$ cat src/design/i2cbm_pkg.sv
// Package for the I2C bit-level master: request, response word types and command codes.
package i2cbm_pkg;

   localparam logic [2:0] REQ_START = 3'd0;
   localparam logic [2:0] REQ_STOP  = 3'd1;
   localparam logic [2:0] REQ_WRITE = 3'd2;
   localparam logic [2:0] REQ_READ  = 3'd3;
   localparam logic [2:0] REQ_WAIT  = 3'd4;

   localparam logic [7:0] ACK_LIMIT_RESET = 8'd250;

   typedef struct packed {
      logic       cmd_valid;
      logic [2:0] req_type;
      logic [7:0] wr_byte;
      logic       send_ack;
      logic       sda_in;
   } req_word_type;

   typedef struct packed {
      logic       scl_high;
      logic       sda_release;
      logic       busy_res;
      logic       done_res;
      logic [7:0] read_data;
      logic       ack_error;
   } rsp_word_type;

endpackage

$ cat src/design/i2c_bit_level_master_unit.sv
// I2C bit-level master: one bus tick per request word, one response word per tick.
// The response word of each taken request is registered in the output register, or in the skid entry while stalled.
// Throughput: one request word per cycle while req_stall is low; the sequencer steps once per word.
// A two-entry output stage (register plus skid) lets a word in while a response is stalled.
// Reset (synchronous, active high) idles the sequencer, releases SCL and SDA,
// clears read data and sets the acknowledge limit to 250.
module i2c_bit_level_master_unit
   import i2cbm_pkg::*;
(
   input  logic         clock,
   input  logic         reset,
   input  logic         req_valid,
   output logic         req_stall,
   input  req_word_type req_word,
   output logic         rsp_valid,
   input  logic         rsp_stall,
   output rsp_word_type rsp_word,
   input  logic         csr_wr_en,
   input  logic [7:0]   csr_wr_data
);

   typedef enum logic [5:0] {
      CMD_IDLE  = 6'b000001,
      CMD_START = 6'b000010,
      CMD_STOP  = 6'b000100,
      CMD_WRITE = 6'b001000,
      CMD_READ  = 6'b010000,
      CMD_WAIT  = 6'b100000
   } cmd_state_type;

   cmd_state_type cmd_ff, cmd_in;
   logic [4:0]    step_ff, step_in;
   logic [7:0]    shift_ff, shift_in;
   logic [7:0]    poll_ff, poll_in;
   logic          scl_ff, scl_in;
   logic          sda_ff, sda_in;
   logic          ack_choice_ff, ack_choice_in;
   logic          timeout_ff, timeout_in;
   logic [7:0]    last_read_ff, last_read_in;
   logic [7:0]    limit_ff;

   rsp_word_type  result;
   rsp_word_type  out_word_ff, skid_word_ff;
   logic          out_valid_ff, skid_valid_ff;
   logic          accept;
   logic          out_free;

   function automatic logic [1:0] mod3(input logic [4:0] v);
      logic [1:0] r;
      unique case (v)
         5'd0, 5'd3, 5'd6, 5'd9, 5'd12, 5'd15, 5'd18, 5'd21, 5'd24, 5'd27, 5'd30: r = 2'd0;
         5'd1, 5'd4, 5'd7, 5'd10, 5'd13, 5'd16, 5'd19, 5'd22, 5'd25, 5'd28, 5'd31: r = 2'd1;
         default: r = 2'd2;
      endcase
      return r;
   endfunction

   assign req_stall = skid_valid_ff;
   assign accept    = req_valid && !skid_valid_ff;
   assign out_free  = !out_valid_ff || !rsp_stall;
   assign rsp_valid = out_valid_ff;
   assign rsp_word  = out_word_ff;

   always_comb begin
      logic       busy;
      logic       done;
      logic       err;
      logic [4:0] s;
      logic [4:0] nxt;
      cmd_in        = cmd_ff;
      step_in       = step_ff;
      shift_in      = shift_ff;
      poll_in       = poll_ff;
      scl_in        = scl_ff;
      sda_in        = sda_ff;
      ack_choice_in = ack_choice_ff;
      timeout_in    = timeout_ff;
      last_read_in  = last_read_ff;
      busy          = 1'b0;
      done          = 1'b0;
      err           = 1'b0;
      s             = 5'd0;
      nxt           = 5'd0;

      if (cmd_ff == CMD_IDLE && req_word.cmd_valid) begin
         step_in    = 5'd0;
         timeout_in = 1'b0;
         unique case (req_word.req_type)
            REQ_START: cmd_in = CMD_START;
            REQ_STOP:  cmd_in = CMD_STOP;
            REQ_WRITE: begin
               cmd_in   = CMD_WRITE;
               shift_in = req_word.wr_byte;
            end
            REQ_READ: begin
               cmd_in        = CMD_READ;
               shift_in      = 8'd0;
               ack_choice_in = req_word.send_ack;
            end
            REQ_WAIT: begin
               cmd_in  = CMD_WAIT;
               poll_in = 8'd0;
            end
            default: begin
               step_in    = step_ff;
               timeout_in = timeout_ff;
            end
         endcase
      end

      if (cmd_in != CMD_IDLE) begin
         busy = 1'b1;
         s    = step_in;
         nxt  = s + 5'd1;
         unique case (cmd_in)
            CMD_START: begin
               if (s == 5'd0) sda_in = 1'b1;
               else if (s == 5'd1) scl_in = 1'b1;
               else if (s == 5'd2) sda_in = 1'b0;
               else begin
                  scl_in = 1'b0;
                  done   = 1'b1;
               end
            end
            CMD_STOP: begin
               if (s == 5'd0) scl_in = 1'b0;
               else if (s == 5'd1) sda_in = 1'b0;
               else if (s == 5'd2) scl_in = 1'b1;
               else begin
                  sda_in = 1'b1;
                  done   = 1'b1;
               end
            end
            CMD_WRITE: begin
               unique case (mod3(s))
                  2'd0: begin
                     scl_in = 1'b0;
                     sda_in = shift_in[7];
                  end
                  2'd1: scl_in = 1'b1;
                  default: begin
                     scl_in   = 1'b0;
                     shift_in = {shift_in[6:0], 1'b0};
                     if (s >= 5'd23) done = 1'b1;
                  end
               endcase
            end
            CMD_READ: begin
               if (s < 5'd16) begin
                  sda_in = 1'b1;
                  if (!s[0]) begin
                     scl_in = 1'b0;
                  end else begin
                     scl_in   = 1'b1;
                     shift_in = {shift_in[6:0], req_word.sda_in};
                  end
               end else if (s == 5'd16) begin
                  scl_in = 1'b0;
                  sda_in = !ack_choice_in;
               end else if (s == 5'd17) begin
                  scl_in = 1'b1;
               end else begin
                  scl_in       = 1'b0;
                  sda_in       = 1'b1;
                  last_read_in = shift_in;
                  done         = 1'b1;
               end
            end
            CMD_WAIT: begin
               if (s == 5'd0) begin
                  sda_in = 1'b1;
               end else if (s == 5'd1) begin
                  scl_in = 1'b1;
               end else if (s == 5'd2) begin
                  scl_in = 1'b1;
                  sda_in = 1'b1;
                  if (!req_word.sda_in) begin
                     nxt = 5'd3;
                  end else if (poll_in >= limit_ff) begin
                     cmd_in     = CMD_STOP;
                     timeout_in = 1'b1;
                     nxt        = 5'd0;
                  end else begin
                     poll_in = poll_in + 8'd1;
                     nxt     = 5'd2;
                  end
               end else begin
                  scl_in = 1'b0;
                  sda_in = 1'b1;
                  done   = 1'b1;
               end
            end
            default: begin
               cmd_in = CMD_IDLE;
               nxt    = 5'd0;
            end
         endcase
         if (done) begin
            err        = timeout_in;
            timeout_in = 1'b0;
            cmd_in     = CMD_IDLE;
            nxt        = 5'd0;
         end
         step_in = nxt;
      end

      result.scl_high    = scl_in;
      result.sda_release = sda_in;
      result.busy_res    = busy;
      result.done_res    = done;
      result.read_data   = last_read_in;
      result.ack_error   = err;
   end

   always_ff @(posedge clock) begin
      if (reset) begin
         cmd_ff        <= CMD_IDLE;
         step_ff       <= 5'd0;
         shift_ff      <= 8'd0;
         poll_ff       <= 8'd0;
         scl_ff        <= 1'b1;
         sda_ff        <= 1'b1;
         ack_choice_ff <= 1'b0;
         timeout_ff    <= 1'b0;
         last_read_ff  <= 8'd0;
      end else if (accept) begin
         cmd_ff        <= cmd_in;
         step_ff       <= step_in;
         shift_ff      <= shift_in;
         poll_ff       <= poll_in;
         scl_ff        <= scl_in;
         sda_ff        <= sda_in;
         ack_choice_ff <= ack_choice_in;
         timeout_ff    <= timeout_in;
         last_read_ff  <= last_read_in;
      end
   end

   always_ff @(posedge clock) begin
      if (reset) begin
         limit_ff <= ACK_LIMIT_RESET;
      end else if (csr_wr_en) begin
         limit_ff <= csr_wr_data;
      end
   end

   // output register with a skid entry behind it
   always_ff @(posedge clock) begin
      if (reset) begin
         out_valid_ff  <= 1'b0;
         skid_valid_ff <= 1'b0;
      end else begin
         if (out_free) begin
            if (skid_valid_ff) begin
               out_valid_ff  <= 1'b1;
               skid_valid_ff <= 1'b0;
            end else begin
               out_valid_ff <= accept;
            end
         end else if (accept) begin
            skid_valid_ff <= 1'b1;
         end
      end
   end

   always_ff @(posedge clock) begin
      if (out_free) begin
         if (skid_valid_ff) begin
            out_word_ff <= skid_word_ff;
         end else if (accept) begin
            out_word_ff <= result;
         end
      end else if (accept) begin
         skid_word_ff <= result;
      end
   end

endmodule

$ cat config.mk
export PLATFORM = sky130hd
export DESIGN_NAME = i2c_bit_level_master_unit
export DESIGN_NICKNAME = d
export VERILOG_FILES = /design/src/design/i2cbm_pkg.sv /design/src/design/i2c_bit_level_master_unit.sv
export SDC_FILE = /design/constraint.sdc
export NUM_CORES = 1
export LEC_CHECK = 0
export ABC_AREA = 1
export BUFFER_PORTS_ARGS = -buffer_cell sky130_fd_sc_hd__buf_2
export CAP_MARGIN = 40
export CORE_ASPECT_RATIO = 0.6
export CORE_MARGIN = 2
export CORE_UTILIZATION = 45
export CTS_BUF_LIST = sky130_fd_sc_hd__clkbuf_8 sky130_fd_sc_hd__clkbuf_16
export DETAILED_ROUTE_END_ITERATION = 10
export PLACE_DENSITY = 0.74
export SYNTH_ARGS = -nofsm -noshare
export SYNTH_HDL_FRONTEND = slang
export SYNTH_SLANG_ARGS = --single-unit
$ cat constraint.sdc
create_clock -name clock -period 3.4 [get_ports clock]
set_clock_uncertainty 0.15 [all_clocks]
set_input_delay 0.34 -clock clock [delete_from_list [all_inputs] [get_ports clock]]
set_output_delay 0.34 -clock clock [all_outputs]
set_load 0.01 [all_outputs]
After elaboration in Yosys (flattened, before gate mapping)
Memories as Yosys holds them, arrays and structs flattened. Index checks and enable logic that the tools add are counted. W data, S select, Z words.

Flip-flop bits (word level): 75. Memory bits (read-only): 64. Output and inout bits: 15. Word-level logic and storage cells: 167. Memories kept: 1.

$add $sub $neg: 2. Order comparisons: 3. Eq/ne operators: 16. Multiplexer cells: 102. Bitwise gates (word level): 1. Reduce and logical (&&, ||, !) cells: 18.

Memory list: (name not given) (depth 32, width 2, rd ports 1, clocked after Yosys merged registers in 0, wr ports 0, RTL line i2c_bit_level_master_unit.sv:50) `unique case (v)`.

Operators with widths (count): $mux W8 (19); $mux W1 (54); $mux W6 (8); $mux W5 (7); $pmux W8 S2 (2); $pmux W6 S5 (1); $mux W13 (2); $pmux W6 S2 (1); $eq A5 B5 Y1 const B (2); $pmux W1 S5 (2); $pmux W5 S2 (1); $add A8 B1 Y8 const B (1); $ge A8 B8 Y1 (1); $mux W2 (4); $eq A3 B2 Y1 const B (2); $eq A6 B1 Y1 const B (1); $eq A6 B2 Y1 const B (1); $eq A6 B3 Y1 const B (1); $eq A6 B4 Y1 const B (1); $eq A6 B5 Y1 const B (1); $eq A6 B6 Y1 const B (1); $ne A6 B1 Y1 const B (1); $add A5 B1 Y5 const B (1); $eq A5 B1 Y1 const B (1); 20 further kinds (26).

Longest topological paths before layout
Gate-level depths: netlist of the first run. An unclocked memory read counts as a cell.

Depth after elaboration: 16. Depth in mapped cells: 21. Gate-level depth less buffers: 21.

Least setup slack after synthesis of the first run
OpenSTA, ideal clock, no wires.

Path kind: input to register. Start point: in req_word[11] (netlist bit). End point: reg out_word_ff, in the netlist rsp_word[12], data pin. Library setup time: 0.252 ns. Data arrival time: 2.256 ns. Required time: 2.998 ns. Path slack: 0.742 ns. Stages: 17. Path buffers: 1. Cell sequence: inv_1 > nand2_1 > nand2_1 > nand3_2 > clkbuf_8 > nand2_1 > inv_1 > ha_1 > nand3_1 > nand3_1 > nand3_1 > nand2_1 > inv_1 > a31oi_1 > nand3_1 > nand2_1 > nand2_1.

RTL lines: start, declared (RTL line i2c_bit_level_master_unit.sv:14) `input req_word_type req_word,`; end signal, assigned (RTL line i2c_bit_level_master_unit.sv:269) `out_word_ff <= skid_word_ff;`; end signal, assigned (RTL line i2c_bit_level_master_unit.sv:271) `out_word_ff <= result;`; end, declared (RTL line i2c_bit_level_master_unit.sv:43) `rsp_word_type out_word_ff, skid_word_ff;`.

==> results.ini, run 1 <==
[floorplanning]
row_count = 29
ios = 42
die_h_um = 84.80
die-area_sq_um = 11760
core_area_sq_um = 10600
fp.dieW_um = 138.7
start_util = 0.4621

[cts]
cts.reportedPaths.clkPinSlew_ns = 0.06
cts_tree = yes
clk_path_buf_depth = 2
clockRootBuffer = clkbuf_16
clk_latency_ns = 0.34
clock_sinks = 75
htree_levels = 3
cts_made_buffers = 9
post-cts-setup-buffer-count = 0
cts_hold_buffers = 0
post_cts_resize_count = 0

[synth]
synth-xor-area-share = 0.003578
syn_nets = 716
synth_seq_cells = 75
synth_top_area_share = 0.2004
ys_warn_count = 0
synth_compound_area_frac = 0.1561
yosys.area_share.simple = 0.3437
synthMuxAreaShare = 0
ys.flop_type = dfxtp_1
synth.avg_cell_area_sq_um = 7.243
synth_top_family_by_area = simple AND/OR/NAND/NOR gates
synthCells = 676
synth-edff-count = 26
synth_fa_ha_area_frac = 0.03322
async_flop_share = 0
syn-cell-area_sq_um = 4896
yosys-top-cells-area = dfxtp_1 20%, edfxtp_1 16%, nand2_1 13%, inv_1 7.6%, a21oi_1 4.5%
synth_cell_types = 46
synth_top_cell_by_area = dfxtp_1
yosysSeqAreaShare = 0.3598

[critical_path]
path_buf_inv = 3
arrival_ns = 2.99
worstSetupEndpointType = flop
required_ns = 3.35
crit_path_cell_trace = inv_2, nand2_1, nor2_1, nand3_2, nand2_1, inv_1, ha_1, nand3_1, nand3_1, nand3_1, nand2_1, inv_1, a31oi_1, nand3_1, nand2_1, nand2_1
worstSetupStartpointType = flop
crit_type = reg2reg
cpMostUsedCell = nand2_1
critical_path.slowest_cell = dfxtp_1
cp_slowest_stage_delay_ns = 0.35
cp_max_fo = 4
crit_family = simple AND/OR/NAND/NOR gates

[pwr]
vdd_drop_max_mv = 0.3424
seq_power_share = 0.432
power_switching_w = 0.0007203
sw_frac_of_total = 0.3082
power.density_nw_per_um2 = 424.6
power_frac_clock = 0.383
p_int_w = 0.001617
leakagePower_nw = 2.744
comb_power_share = 0.186

[route]
wl_mm = 12.82
viasPerCell = 5.359
drtIter0Drc = 561
vias = 4609
wl_per_cell_um = 14.91
detail_route.first_pass.iterations = 5
drcViolationCount = 0
ant_nets = 0

[global_routing]
first_global_vias = 4155
grt.overflow.total = 0
grt_max_degree = 32
globalRouteTotalUtil = 0.2257
antenna_found_initial = 0
grt_pass1_wl_mm = 21.23

[finish]
antenna_cells = 0
fin_util = 0.5195
final_nets = 756
drive_above_1_share = 0.1942
n_fill_cell = 997
area_growth_pct = 12.42

[sta]
hold_viol = 0
fin_tns_setup_ns = 0
min_period_ns = 3.038
max_freq_mhz = 329.2
slew_headroom = 0.5481
period_share = 0.8934
fin_hold_ws_ns = 0.05472
rsz0062_at_grt = no
setup_violations = 0
worstMarginPinSlew_ns = 0.6771
slew_viol_final = 0

[hold_path]
hp-class = in2reg

[placed_design]
portBuffers = 41
place_congestion = 1.001
dp_hpwl_mm = 9.692

[run]
cap_viol_max_count = 0

[outcome]
outcome = finished clean

==> per-stage QoR <==
stage	setup WS, ns	cell area [sq um]	instances	power [W]
after floorplan	0.7416	4896	676	0.001330
after global placement	0.3844	5228	844	0.001436
after detailed placement	0.3425	5228	844	0.001450
after CTS	0.4365	5504	860	0.002336
after global routing	0.08427	5504	860	0.002436
final	0.3625	5504	860	0.002337
==> synthesized netlist by cell type, types with 5 or more instances <==
cell type	instances
edfxtp_1	26
dfxtp_1	49
inv_1	99
o21ai_0	32
nand3_2	5
clkbuf_1	13
o22ai_1	8
inv_2	6
a21oi_1	44
o21ai_2	14
nand3_1	37
nand2_4	10
nor2_1	58
o21ai_1	13
ha_1	13
nor2_2	6
nor3_1	6
nand4_1	8
nand2_1	171
nand2_2	12
==> flip-flops by register name, summed over array words and instances (netlist names) <==
register and flops:
ack_choice_ff 1, cmd_ff 6, last_read_ff 8, limit_ff 8, poll_ff 8, req_stall 1, rsp_valid 1, rsp_word 13
scl_ff 1, sda_ff 1, shift_ff 8, skid_word_ff 13, step_ff 5, timeout_ff 1
==> cell usage in the layout (no fill, tap or decap), types with 4 or more instances in the layout <==
cell,instances
buf_4,7
o22ai_1,8
nand3_2,5
a21oi_1,44
clkbuf_16,9
o21ai_1,13
nand2_1,171
inv_2,6
o21ai_2,14
nand4_1,8
nor3_1,6
o21ai_0,32
edfxtp_1,26
o211ai_1,4
nand2_4,10
nor2_4,4
inv_1,99
ha_1,13
nand3_4,4
nand2_2,12
nand3_1,37
dfxtp_1,49
buf_2,41
nor2_2,7
nor2_1,57
==> worst paths after layout <==
path | startpoint | to | slack (ns) | depth (start not counted)
setup / recovery | cmd_ff[4] | rsp_word[12] | 0.36 | 16
hold reg to reg | limit_ff[1] | limit_ff[1] | 0.32 | 2
hold / removal | csr_wr_data[7] | limit_ff[7] | 0.05 | 3
setup reg to reg | cmd_ff[4] | rsp_word[12] | 0.36 | 16
==> worst register-to-register path: cells and delay by family (launching register included) <==
| kind | cells | cell delay, ns |
|---|---|---|
| simple gates | 11 | 1.51 |
| flops | 1 | 0.35 |
| fa+ha+maj | 1 | 0.34 |
| buf+inv | 3 | 0.26 |
| compound gates | 1 | 0.18 |
==> power groups by stage <==
stage          registers (W)  logic [W]  clock network, W
6_report             0.00101   0.000434          0.000894
5_1_grt              0.00101   0.000481          0.000942
4_1_cts              0.00101   0.000426          0.000902
3_5_place_dp         0.00103   0.000422                 0
3_3_place_gp         0.00103   0.000410                 0
2_1_floorplan        0.00103   0.000300                 0
==> per-layer routing <==
metal | part of all wire | vias up | GRT usage | wire, um
met2 | 0.40 | 240 | 0.3159 | 5133
met1 | 0.48 | 2089 | 0.3442 | 6149
met3 | 0.11 | 13 | 0.05705 | 1394
met4 | 0.011 | 0 | 0.05693 | 144
li1 | - | 2267 | - | -
met5 | 0 | - | 0 | 0
==> kinds of logic (layout without fill, tap and decap cells) <==
family / Yosys count / in the layout
buffers and inverters: 126 / 171
XOR/XNOR: 2 / 2
adder cells (fa/ha/maj): 13 / 13
AND/OR/NAND/NOR: 334 / 334
AO/OA/AOI/OAI: 126 / 126
flip-flops: 75 / 75
==> area by class of cell <==
cell class | count | area [sq um] | area share
multi-input cells | 475 | 2630 | 0.4778
flip-flops and latches | 75 | 1762 | 0.3201
inverters | 107 | 404.1 | 0.07343
repair buffers | 48 | 257.7 | 0.04683
clock buffers | 9 | 225.2 | 0.04092
well taps | 139 | 173.9 | 0.03160
clock inverters | 7 | 51.30 | 0.009320
Note: power is estimated with default switching activity, not from simulation.
==> run 2, diff against run 1 <==
- CORE_UTILIZATION: 45 -> 40
- PLACE_DENSITY: 0.74 -> 0.68
==> run 2 against run 1 <==
Global-route usage decreased by 4.3 points. Final cell count rose by 3.0%. Via count down 6.3%. Register-to-register slack improved by 0.09 ns. Total power increased by 0.88%. Clock power rose by 4.1%. Largest cell class unchanged. Largest power group unchanged. Highest routed layer unchanged.
==> results.ini, run 2 (synthesized netlist as in run 1, its figures left out) <==
[outcome]
outcome = finished clean

[critical_path]
r2r_cells = 18
cp_max_fo = 9
arrival_ns = 3.03
worstSetupEndpointType = flop
r2r_slack_ns = 0.45
crit_type = reg2reg
worstSetupStartpointType = flop
required_ns = 3.48
r2r-start = cmd_ff[0]
reg2reg_to = poll_ff[5]

[route]
wl_mm = 11.71
drcViolationCount = 0
viasPerCell = 4.874
detail_route.first_pass.iterations = 6
ant_nets = 0
wl_per_cell_um = 13.22
drtIter0Drc = 420
vias = 4318

[finish]
area_growth_pct = 13.54
layout_common_cells = 171 x nand2_1, 99 x inv_1, 57 x nor2_1
final_nets = 756
fin_util = 0.4638
n_fill_cell = 1150
drive_above_1_share = 0.1956
post-route-cell-area_sq_um = 5559
mostFrequentLayoutCell = nand2_1
antenna_cells = 0

[sta]
slew_headroom = 0.5789
period_share = 0.8679
worstMarginPinSlew_ns = 0.6309
fin_ws_ns = 0.4490
max_freq_mhz = 338.9
min_period_ns = 2.951
rsz0062_at_grt = no
setup_violations = 0
hold_viol = 0
fin_tns_setup_ns = 0
fin_hold_ws_ns = 0.05683
slew_viol_final = 0

[placed_design]
portBuffers = 41
place_congestion = 0.9390
dp_hpwl_mm = 8.644
dpl_cell_area_sq_um = 5264
place_ws_ns = 0.4325

[cts]
clk_path_buf_depth = 2
post-cts-setup-buffer-count = 0
clockRootBuffer = clkbuf_16
cts_tree = yes
clk_latency_ns = 0.34
cts_hold_buffers = 0
clock_sinks = 75
cts.reportedPaths.clkPinSlew_ns = 0.06
htree_levels = 3
post_cts_resize_count = 0
cts_made_buffers = 9

[floorplanning]
row_count = 31
fp.dieW_um = 146.8
start_util = 0.4085
core_area_sq_um = 11990
die-area_sq_um = 13170
ios = 42
die_h_um = 89.70

[pwr]
leakagePower_nw = 2.752
power.density_nw_per_um2 = 424.1
vdd_drop_max_mv = 0.2180

[hold_path]
whs_path_depth = 3
worstHoldStart = csr_wr_data[6]
min_to = limit_ff[6]
hp-class = in2reg

[global_routing]
grt.overflow.total = 0
grt_pass1_wl_mm = 18.57
first_global_vias = 3639
globalRouteTotalUtil = 0.1827
grt_max_degree = 39
antenna_found_initial = 0

[run]
cap_viol_max_count = 0

run 2: changes by cell type in the layout (fill, tap and decap cells not counted):
cell      change
clkinv_2      -1
clkinv_1      -1
buf_6         +1
inv_8         +1
clkinv_8      +1
buf_4         -1
run 2: worst max path at each step:
stage,startpoint,endpoint,slack (ns),cells past startpoint
6_report,cmd_ff[0],poll_ff[5],0.45,18
3_3_place_gp,req_word[11],poll_ff[5],0.47,18
5_1_grt,cmd_ff[0],poll_ff[5],0.16,18
3_5_place_dp,req_word[11],rsp_word[0],0.43,16
2_1_floorplan,req_word[11],rsp_word[12],0.74,17
4_1_cts,cmd_ff[0],poll_ff[5],0.47,18
run 2: critical path, stage by stage (launching register included):
cell     delay (ns)
dfxtp_1        0.40
inv_1          0.07
nor2_1         0.11
nand2_2        0.10
nor2_8         0.17
nand2_4        0.13
nand2_1        0.13
inv_1          0.08
ha_1           0.30
a21oi_1        0.13
o21ai_0        0.09
nand2_1        0.06
nand3_1        0.16
nor2_1         0.21
nand3_1        0.15
nor2_2         0.13
nand2_1        0.08
nor2_1         0.12
nor3_2         0.05
run 2: metal layers:
| layer | part of all wire | GRT usage |
|---|---|---|
| met3 | 0.087 | 0.03737 |
| met4 | 0.015 | 0.06267 |
| met2 | 0.35 | 0.2356 |
| met1 | 0.55 | 0.2918 |
| met5 | 0 | 0 |
run 2: area by class of cell:
type,count,area [sq um],area share
sequential,75,1762,0.3169
tap,165,206.4,0.03714
clock buffer,9,225.2,0.04051
clock inverter,7,70.07,0.01260
timing repair buffer,48,261.5,0.04704
multi-input combinational,475,2630,0.4731
inverter,107,404.1,0.07270
run 2: report_power, final:
group	switching, W	total, W	internal (W)
registers	0.0000245	0.00101	0.000983
logic	0.000284	0.000419	0.000136
clock network	0.000418	0.000931	0.000513
run 2: through the flow:
step                      instances  total power (W)
after floorplan                 676         0.001330
after global placement          869         0.001439
after CTS                       886         0.002372
final                           886         0.002358
after detailed placement        870         0.001441
after global routing            886         0.002462
